**src/rtl/jset_pkg.sv**
```systemverilog
// Shared types, constants and helpers for the Julia set escape-time pixel unit.
// No dependencies; imported by jset_div, jset_chk and the top level.
package jset_pkg;

    localparam int SCREEN_WIDTH  = 320;
    localparam int SCREEN_HEIGHT = 240;

    localparam int COL_W      = 9;
    localparam int ROW_W      = 8;
    localparam int ITER_W     = 10;
    localparam int SCALE_W    = 10;
    localparam int IDX_W      = 8;
    localparam int RGB_W      = 16;
    localparam int WORD_W     = 32;
    localparam int CFG_IDX_W  = 3;
    localparam int CFG_DATA_W = 10;

    localparam int FRAC_SHIFT = 17;
    localparam int MAP_SHIFT  = 8;
    localparam int Z_SHIFT    = 8;
    localparam int IDX_SHIFT  = 8;

    localparam logic [WORD_W-1:0]        ONE_Q16      = WORD_W'(65536);
    localparam logic signed [WORD_W-1:0] ESCAPE_LIMIT = WORD_W'(4 << 16);

    localparam int DIV_W  = ITER_W + IDX_SHIFT;
    localparam int DVSR_W = ITER_W;

    // (pos << FRAC_SHIFT) / size as pos * RECIP >> QUOT_SH, exact for pos < 2^COL_W
    localparam int RECIP_N    = COL_W + FRAC_SHIFT;
    localparam int RECIP_W    = RECIP_N + 1;
    localparam int MAP_PROD_W = COL_W + RECIP_W;
    localparam int X_RECIP_SH = RECIP_N + $clog2(SCREEN_WIDTH);
    localparam int Y_RECIP_SH = RECIP_N + $clog2(SCREEN_HEIGHT);
    localparam int X_QUOT_SH  = X_RECIP_SH - FRAC_SHIFT;
    localparam int Y_QUOT_SH  = Y_RECIP_SH - FRAC_SHIFT;
    localparam logic [RECIP_W-1:0] X_RECIP =
        RECIP_W'(((64'd1 << X_RECIP_SH) + 64'(SCREEN_WIDTH - 1)) / 64'(SCREEN_WIDTH));
    localparam logic [RECIP_W-1:0] Y_RECIP =
        RECIP_W'(((64'd1 << Y_RECIP_SH) + 64'(SCREEN_HEIGHT - 1)) / 64'(SCREEN_HEIGHT));

    localparam logic [COL_W-1:0]   RST_C_X   = '0;
    localparam logic [ROW_W-1:0]   RST_C_Y   = '0;
    localparam logic [ITER_W-1:0]  RST_LIMIT = ITER_W'(50);
    localparam logic [SCALE_W-1:0] RST_X_SCL = SCALE_W'(409);
    localparam logic [SCALE_W-1:0] RST_Y_SCL = SCALE_W'(307);

    typedef enum logic [CFG_IDX_W-1:0] {
        CFG_C_X      = 3'd0,
        CFG_C_Y      = 3'd1,
        CFG_MAX_ITER = 3'd2,
        CFG_X_SCALE  = 3'd3,
        CFG_Y_SCALE  = 3'd4
    } cfg_index_t;

    function automatic logic [RGB_W-1:0] rgb565(input logic [IDX_W-1:0] idx);
        rgb565 = {idx[7:3], idx[7:2], idx[7:3]};
    endfunction

endpackage

```
**src/rtl/jset_div.sv**
```systemverilog
// Restoring divider, one quotient bit per cycle, DIV_W quotient bits per division.
// Depends on jset_pkg for DIV_W and DVSR_W.
module jset_div import jset_pkg::*; (
    input  logic              aclk,
    input  logic              aresetn,
    input  logic              start,
    input  logic [DIV_W-1:0]  dividend,
    input  logic [DVSR_W-1:0] divisor,
    output logic [DIV_W-1:0]  quotient,
    output logic              done
);

    localparam int CNT_W = $clog2(DIV_W);
    localparam logic [CNT_W-1:0] CNT_LAST = CNT_W'(DIV_W - 1);

    logic              busy_reg, busy_next;
    logic              done_reg, done_next;
    logic [CNT_W-1:0]  cnt_reg, cnt_next;
    logic [DVSR_W-1:0] rem_reg, rem_next;
    logic [DVSR_W-1:0] dvsr_reg, dvsr_next;
    logic [DIV_W-1:0]  quo_reg, quo_next;
    logic [DVSR_W:0]   trial;
    logic [DVSR_W:0]   diff;
    logic              fits;

    always_comb begin
        trial     = {rem_reg, quo_reg[DIV_W-1]};
        diff      = trial - {1'b0, dvsr_reg};
        fits      = (trial >= {1'b0, dvsr_reg});
        busy_next = busy_reg;
        done_next = 1'b0;
        cnt_next  = cnt_reg;
        rem_next  = rem_reg;
        dvsr_next = dvsr_reg;
        quo_next  = quo_reg;
        if (start) begin
            busy_next = 1'b1;
            cnt_next  = '0;
            rem_next  = '0;
            dvsr_next = divisor;
            quo_next  = dividend;
        end else if (busy_reg) begin
            rem_next = fits ? diff[DVSR_W-1:0] : trial[DVSR_W-1:0];
            quo_next = {quo_reg[DIV_W-2:0], fits};
            cnt_next = cnt_reg + CNT_W'(1);
            if (cnt_reg == CNT_LAST) begin
                busy_next = 1'b0;
                done_next = 1'b1;
            end
        end
    end

    always_ff @(posedge aclk) begin
        cnt_reg  <= cnt_next;
        rem_reg  <= rem_next;
        dvsr_reg <= dvsr_next;
        quo_reg  <= quo_next;
        if (!aresetn) begin
            busy_reg <= 1'b0;
            done_reg <= 1'b0;
        end else begin
            busy_reg <= busy_next;
            done_reg <= done_next;
        end
    end

    assign quotient = quo_reg;
    assign done     = done_reg;

endmodule

```
**src/rtl/julia_set_escape_time_pixel_unit.sv**
```systemverilog
// Julia set escape-time pixel unit: maps a pixel, iterates z = z*z + c, returns a color.
// Depends on jset_pkg and jset_div.
//
//  channel  | handshake           | payload
//  ---------+---------------------+------------------------------------
//  s_       | s_valid / s_ready   | s_pixel_column, s_pixel_row
//  m_       | m_valid / m_ready   | m_color_index, m_pixel_rgb565
//  cfg_     | cfg_wr_en           | cfg_index, cfg_wr_data
//
// An item is accepted and mapped (start, then multiply, for each coordinate), then runs
// each pass in two steps (multiply, then add and compare). An item that escapes then
// gets its index from the divider and is handed to the output register; an item that
// runs all passes skips the division. After reset or a write to c_x, c_y or a scale
// the next item also maps c first. A waiting result holds the last state.
module julia_set_escape_time_pixel_unit import jset_pkg::*; (
    input  logic                  aclk,
    input  logic                  aresetn,
    input  logic                  s_valid,
    output logic                  s_ready,
    input  logic [COL_W-1:0]      s_pixel_column,
    input  logic [ROW_W-1:0]      s_pixel_row,
    output logic                  m_valid,
    input  logic                  m_ready,
    output logic [IDX_W-1:0]      m_color_index,
    output logic [RGB_W-1:0]      m_pixel_rgb565,
    input  logic                  cfg_wr_en,
    input  logic [CFG_IDX_W-1:0]  cfg_index,
    input  logic [CFG_DATA_W-1:0] cfg_wr_data
);

    typedef enum logic [3:0] {
        S_IDLE,
        S_MAP_START,
        S_MAP_MUL,
        S_ITER_MUL,
        S_ITER_ADD,
        S_IDX_START,
        S_IDX_WAIT,
        S_DONE
    } state_t;

    typedef enum logic [1:0] {
        MAP_CR,
        MAP_CI,
        MAP_X,
        MAP_Y
    } map_sel_t;

    state_t              state_reg, state_next;
    map_sel_t            sel_reg, sel_next;
    logic                c_stale_reg, c_stale_next;
    logic                m_valid_reg, m_valid_next;
    logic [IDX_W-1:0]    m_idx_reg, m_idx_next;
    logic [IDX_W-1:0]    res_idx_reg, res_idx_next;

    logic [COL_W-1:0]    c_x_reg, c_x_next;
    logic [ROW_W-1:0]    c_y_reg, c_y_next;
    logic [ITER_W-1:0]   limit_reg, limit_next;
    logic [SCALE_W-1:0]  x_scale_reg, x_scale_next;
    logic [SCALE_W-1:0]  y_scale_reg, y_scale_next;

    logic [COL_W-1:0]    col_reg, col_next;
    logic [ROW_W-1:0]    row_reg, row_next;
    logic [ITER_W-1:0]   iter_reg, iter_next;
    logic [WORD_W-1:0]   n_reg, n_next;
    logic [WORD_W-1:0]   cr_reg, cr_next;
    logic [WORD_W-1:0]   ci_reg, ci_next;
    logic [WORD_W-1:0]   x_reg, x_next;
    logic [WORD_W-1:0]   y_reg, y_next;
    logic [WORD_W-1:0]   xx_reg, xx_next;
    logic [WORD_W-1:0]   yy_reg, yy_next;
    logic [WORD_W-1:0]   xy_reg, xy_next;

    logic [COL_W-1:0]      map_pos;
    logic [RECIP_W-1:0]    map_recip;
    logic                  map_is_y;
    logic [MAP_PROD_W-1:0] recip_prod;
    logic [WORD_W-1:0]     map_quot;
    logic [SCALE_W-1:0]    map_scale;
    logic [WORD_W-1:0]     n_shift;
    logic [WORD_W-1:0]     mapped;
    logic [WORD_W-1:0]     px;
    logic [WORD_W-1:0]     py;
    logic [WORD_W-1:0]     mag;
    logic                  escape;

    logic                div_start;
    logic [DIV_W-1:0]    div_dividend;
    logic [DVSR_W-1:0]   div_divisor;
    logic [DIV_W-1:0]    div_quotient;
    logic                div_done;

    jset_div u_div (
        .aclk     (aclk),
        .aresetn  (aresetn),
        .start    (div_start),
        .dividend (div_dividend),
        .divisor  (div_divisor),
        .quotient (div_quotient),
        .done     (div_done)
    );

    always_comb begin
        case (sel_reg)
            MAP_CR: begin
                map_pos   = c_x_reg;
                map_recip = X_RECIP;
                map_is_y  = 1'b0;
                map_scale = x_scale_reg;
            end
            MAP_CI: begin
                map_pos   = COL_W'(c_y_reg);
                map_recip = Y_RECIP;
                map_is_y  = 1'b1;
                map_scale = y_scale_reg;
            end
            MAP_X: begin
                map_pos   = col_reg;
                map_recip = X_RECIP;
                map_is_y  = 1'b0;
                map_scale = x_scale_reg;
            end
            default: begin
                map_pos   = COL_W'(row_reg);
                map_recip = Y_RECIP;
                map_is_y  = 1'b1;
                map_scale = y_scale_reg;
            end
        endcase
    end

    assign recip_prod = MAP_PROD_W'(map_pos) * MAP_PROD_W'(map_recip);
    assign map_quot   = map_is_y ? WORD_W'(recip_prod >> Y_QUOT_SH) :
                                   WORD_W'(recip_prod >> X_QUOT_SH);

    assign n_shift = $unsigned($signed(n_reg) >>> MAP_SHIFT);
    assign mapped  = n_shift * WORD_W'(map_scale);
    assign px      = $unsigned($signed(x_reg) >>> Z_SHIFT);
    assign py      = $unsigned($signed(y_reg) >>> Z_SHIFT);
    assign mag     = xx_reg + yy_reg;
    assign escape  = ($signed(mag) > ESCAPE_LIMIT);

    assign div_start    = (state_reg == S_IDX_START);
    assign div_dividend = DIV_W'({iter_reg, {IDX_SHIFT{1'b0}}});
    assign div_divisor  = DVSR_W'(limit_reg);

    always_comb begin
        state_next   = state_reg;
        sel_next     = sel_reg;
        c_stale_next = c_stale_reg;
        m_valid_next = m_valid_reg && !m_ready;
        m_idx_next   = m_idx_reg;
        res_idx_next = res_idx_reg;
        c_x_next     = c_x_reg;
        c_y_next     = c_y_reg;
        limit_next   = limit_reg;
        x_scale_next = x_scale_reg;
        y_scale_next = y_scale_reg;
        col_next     = col_reg;
        row_next     = row_reg;
        iter_next    = iter_reg;
        n_next       = n_reg;
        cr_next      = cr_reg;
        ci_next      = ci_reg;
        x_next       = x_reg;
        y_next       = y_reg;
        xx_next      = xx_reg;
        yy_next      = yy_reg;
        xy_next      = xy_reg;

        if (cfg_wr_en) begin
            case (cfg_index_t'(cfg_index))
                CFG_C_X: begin
                    c_x_next     = cfg_wr_data[COL_W-1:0];
                    c_stale_next = 1'b1;
                end
                CFG_C_Y: begin
                    c_y_next     = cfg_wr_data[ROW_W-1:0];
                    c_stale_next = 1'b1;
                end
                CFG_MAX_ITER: begin
                    limit_next = cfg_wr_data[ITER_W-1:0];
                end
                CFG_X_SCALE: begin
                    x_scale_next = cfg_wr_data[SCALE_W-1:0];
                    c_stale_next = 1'b1;
                end
                CFG_Y_SCALE: begin
                    y_scale_next = cfg_wr_data[SCALE_W-1:0];
                    c_stale_next = 1'b1;
                end
                default: begin
                end
            endcase
        end

        case (state_reg)
            S_IDLE: begin
                if (s_valid) begin
                    col_next   = s_pixel_column;
                    row_next   = s_pixel_row;
                    sel_next   = c_stale_next ? MAP_CR : MAP_X;
                    state_next = S_MAP_START;
                end
            end
            S_MAP_START: begin
                n_next     = map_quot - ONE_Q16;
                state_next = S_MAP_MUL;
            end
            S_MAP_MUL: begin
                state_next = S_MAP_START;
                case (sel_reg)
                    MAP_CR: begin
                        cr_next  = mapped;
                        sel_next = MAP_CI;
                    end
                    MAP_CI: begin
                        ci_next      = mapped;
                        c_stale_next = 1'b0;
                        sel_next     = MAP_X;
                    end
                    MAP_X: begin
                        x_next   = mapped;
                        sel_next = MAP_Y;
                    end
                    default: begin
                        y_next    = mapped;
                        iter_next = '0;
                        if (limit_reg == '0) begin
                            res_idx_next = '0;
                            state_next   = S_DONE;
                        end else begin
                            state_next = S_ITER_MUL;
                        end
                    end
                endcase
            end
            S_ITER_MUL: begin
                xx_next    = px * px;
                yy_next    = py * py;
                xy_next    = px * py;
                state_next = S_ITER_ADD;
            end
            S_ITER_ADD: begin
                if (escape) begin
                    state_next = S_IDX_START;
                end else begin
                    x_next    = xx_reg - yy_reg + cr_reg;
                    y_next    = {xy_reg[WORD_W-2:0], 1'b0} + ci_reg;
                    iter_next = iter_reg + ITER_W'(1);
                    if (iter_next == limit_reg) begin
                        res_idx_next = '0;
                        state_next   = S_DONE;
                    end else begin
                        state_next = S_ITER_MUL;
                    end
                end
            end
            S_IDX_START: begin
                state_next = S_IDX_WAIT;
            end
            S_IDX_WAIT: begin
                if (div_done) begin
                    res_idx_next = div_quotient[IDX_W-1:0];
                    state_next   = S_DONE;
                end
            end
            S_DONE: begin
                if (!m_valid_reg || m_ready) begin
                    m_valid_next = 1'b1;
                    m_idx_next   = res_idx_reg;
                    state_next   = S_IDLE;
                end
            end
            default: begin
                state_next = S_IDLE;
            end
        endcase
    end

    always_ff @(posedge aclk) begin
        sel_reg     <= sel_next;
        m_idx_reg   <= m_idx_next;
        res_idx_reg <= res_idx_next;
        col_reg     <= col_next;
        row_reg     <= row_next;
        iter_reg    <= iter_next;
        n_reg       <= n_next;
        cr_reg      <= cr_next;
        ci_reg      <= ci_next;
        x_reg       <= x_next;
        y_reg       <= y_next;
        xx_reg      <= xx_next;
        yy_reg      <= yy_next;
        xy_reg      <= xy_next;
        if (!aresetn) begin
            state_reg   <= S_IDLE;
            c_stale_reg <= 1'b1;
            m_valid_reg <= 1'b0;
            c_x_reg     <= RST_C_X;
            c_y_reg     <= RST_C_Y;
            limit_reg   <= RST_LIMIT;
            x_scale_reg <= RST_X_SCL;
            y_scale_reg <= RST_Y_SCL;
        end else begin
            state_reg   <= state_next;
            c_stale_reg <= c_stale_next;
            m_valid_reg <= m_valid_next;
            c_x_reg     <= c_x_next;
            c_y_reg     <= c_y_next;
            limit_reg   <= limit_next;
            x_scale_reg <= x_scale_next;
            y_scale_reg <= y_scale_next;
        end
    end

    assign s_ready        = (state_reg == S_IDLE);
    assign m_valid        = m_valid_reg;
    assign m_color_index  = m_idx_reg;
    assign m_pixel_rgb565 = rgb565(m_idx_reg);

endmodule

```
**config.mk**
```make
export PLATFORM = sky130hd
export DESIGN_NAME = julia_set_escape_time_pixel_unit
export DESIGN_NICKNAME = d
export VERILOG_FILES = /design/src/rtl/jset_pkg.sv /design/src/rtl/jset_div.sv /design/src/rtl/julia_set_escape_time_pixel_unit.sv
export SDC_FILE = /design/constraint.sdc
export NUM_CORES = 2
export LEC_CHECK = 0
export BUFFER_PORTS_ARGS = -buffer_cell sky130_fd_sc_hd__buf_2
export CORE_UTILIZATION = 45
export CTS_BUF_LIST = sky130_fd_sc_hd__clkbuf_8
export CTS_CLUSTER_DIAMETER = 150
export DETAILED_ROUTE_END_ITERATION = 10
export PLACE_DENSITY = 0.66
export SLEW_MARGIN = 0
export SYNTH_ARGS = -nofsm -noshare
export SYNTH_HDL_FRONTEND = slang
export SYNTH_SLANG_ARGS = --single-unit
```
**constraint.sdc**
```tcl
create_clock -name aclk -period 16.64 [get_ports aclk]
set_clock_uncertainty 0.1 [all_clocks]
set_input_delay 0 -clock aclk [delete_from_list [all_inputs] [get_ports aclk]]
set_output_delay 0 -clock aclk [all_outputs]
set_load 0.01 [all_outputs]
```
==> impl_metrics.json <==
{
  "status": "completed",
  "fp.dieH_microns": 374.3,
  "synth-simple-area-share_pct": 12.62,
  "relSlewSlack_pct": 17.12,
  "setup.worst_path.end_class": "register",
  "max_freq_mhz": 118.7,
  "synth-async-reset-ratio_pct": 0,
  "gp_congestion": 0.8892,
  "synth_flop_cell": "edfxtp_1",
  "yosys_warnings": 0,
  "wirelength_microns": 148100,
  "cp.required_ns": 16.93,
  "final-setup-viol-count": 0,
  "hpwl_microns": 114400,
  "cts.sinks": 340,
  "syn_area_sq_um": 62380,
  "drv_cap": 0,
  "grt-ovfl-total": 0,
  "synth_cell_type_count": 89,
  "drive_above_1_share_pct": 3.830,
  "hold_viol": 0,
  "dr.pass1.iters": 10,
  "cts_tree": "built",
  "start_util_pct": 45.37,
  "netlist_instances": 6519,
  "grt_max_degree": 63,
  "worstPathMaxFanout": 22,
  "clock_path_buffers": 3,
  "fin_nets": 8325,
  "worstPathArrival_ns": 8.71,
  "grt_use_total_pct": 22.05,
  "period_share_pct": 50.61,
  "worst_pin_slew_ns": 1.243,
  "io_pins": 61,
  "synth_top_family_by_area": "adder cells",
  "drv_slew": 0,
  "worstSkewPairLatency_ns": 0.68,
  "num_vias": 42730,
  "place.port_buffers": 60,
  "die_x_microns": 374.3,
  "rows": 136,
  "coreArea_sq_um": 137500,
  "vias_per_cell": 5.117,
  "area_growth_pct": 6.196,
  "htree_levels": 3,
  "synth_xor_area_share_pct": 3.903,
  "wl_per_cell_microns": 17.74,
  "ys_seq_elements": 340,
  "crit_path_start_kind": "register",
  "drc_errors": 0,
  "cts_buffers": 66,
  "min_period_ns": 8.422,
  "drtAntennaViolNets": 0,
  "synth_enable_flop_cells": 263,
  "synthAdderAreaFrac_pct": 50.56,
  "synth-compound-area-share_pct": 6.091,
  "grt_pass1_wl_microns": 246000,
  "rsz0062_at_grt": "no",
  "drt_iter0_drc": 2533,
  "syn_area_per_cell_sq_um": 9.569,
  "postCtsResizedCells": 0,
  "die-area_sq_um": 140100,
  "grt_antenna_before_repair": 1,
  "synthMuxAreaShare_pct": 0.4393,
  "ys_seq_area_share_pct": 15.13,
  "grt_pass1_vias": 46630,
  "hold_path.class": "in2reg",
  "synth_fp_nets": 8340,
  "root_buffer": "clkbuf_8",
  "clk_pin_slew_worst_paths_ns": 0.06,
  "crit_type": "reg2reg",
  "totalNegativeSetupSlack_ns": 0,
  "fillers": 12660
}
-- path summary, 6_finish.rpt --
path	start	to	slack [ns]	cells past startpoint
min reg2reg	res_idx_reg[7]	m_color_index[7]	0.31	0
max reg2reg	x_reg[18]	xx_reg[30]	8.22	25
min	cfg_wr_data[8]	x_scale_reg[8]	0.10	4
max	x_reg[18]	xx_reg[30]	8.22	25
-- layer usage --
| layer | vias to the layer above | global-route usage (%) | wire (microns) |
|---|---|---|---|
| li1 | 19690 | - | - |
| met1 | 21770 | 30.32 | 65130 |
| met2 | 1068 | 36.85 | 71250 |
| met3 | 199 | 2.983 | 8663 |
| met4 | 0 | 5.227 | 3104 |
| met5 | - | 0 | 0 |
-- kinds of logic after synthesis --
family                   after synthesis
AO/OA/AOI/OAI                        581
XOR/XNOR                             278
adder cells (fa/ha/maj)             1786
buffers and inverters               1853
flip-flops                           340
multiplexers                          27
AND/OR/NAND/NOR                     1654
-- cells in the mapped netlist (65+ instances only) --
master	count	area, sq um
inv_1	1584	5946
fa_1	1225	24520
nand2_1	813	3052
ha_1	561	7019
and2_1	364	2277
edfxtp_1	263	7898
clkbuf_1	232	870.8
xnor2_1	193	1690
nor2_1	152	570.6
a21oi_1	148	740.7
o21ai_0	134	670.6
nor2b_1	95	594.3
xor2_1	85	744.5
dfxtp_1	77	1541
a21o_1	69	518.0
nand3_1	65	325.3
-- layout by cell type, fill, tap and decap left out, types with 70 or more instances in the layout --
cell | Yosys | layout
a21oi_1 | 148 | 148
and2_1 | 364 | 364
clkbuf_8 | 0 | 70
dfxtp_1 | 77 | 77
edfxtp_1 | 263 | 263
fa_1 | 1225 | 1225
ha_1 | 561 | 561
inv_1 | 1584 | 1602
nand2_1 | 813 | 812
nor2_1 | 152 | 151
nor2b_1 | 95 | 95
o21ai_0 | 134 | 134
xnor2_1 | 193 | 193
xor2_1 | 85 | 85
-- what timing repair did --
action | 4_1_cts | 5_1_grt
hold endpoints to repair | 74 | 0
hold buffers | 68 | 0
setup buffers | 0 | 0
-- layout make-up --
cell class	count	area (sq um)	share of cell area, %
clock buffers	70	963.4	1.454
repair buffers	184	1401	2.115
flip-flops and latches	340	9439	14.25
multi-input cells	4326	45930	69.34
well taps	1794	2245	3.388
diodes	3	7.507	0.01133
inverters	1586	5953	8.987
clock inverters	48	304.0	0.4590
-- metrics by stage --
stage          std cells  utilization (%)  hold slack, ns  instance area, sq um  setup slack [ns]
5_1_grt             8349            48.18         0.06954                 66240             7.605
6_report            8351            48.18          0.1007                 66250             8.218
3_5_place_dp        8162            46.76         0.07809                 64290             8.276
4_1_cts             8348            48.18         0.04258                 66240             8.227
3_3_place_gp        8162            46.76         0.07711                 64290             8.452
2_1_floorplan       6519                -       -0.001131                 62380             9.509
-- worst max-delay path, cell delays in order, from the launching register on --
cell and delay [ns]:
edfxtp_1 1.13, buf_4 0.46, nand2_1 0.14, fa_1 0.57, fa_1 0.50, inv_1 0.05, fa_1 0.53, inv_1 0.05
fa_1 0.41, fa_1 0.49, inv_1 0.05, fa_1 0.53, inv_1 0.05, fa_1 0.47, inv_1 0.04, ha_1 0.36
o21a_1 0.14, o21a_1 0.16, o21ai_0 0.14, a31oi_1 0.08, o41ai_2 0.44, o21ai_0 0.25, or4_1 0.47, a31o_2 0.25
a21oi_1 0.17, xnor2_1 0.09
Power is not shown: default switching activity piles up to over one toggle a cycle in this logic, so the estimate is an artifact.
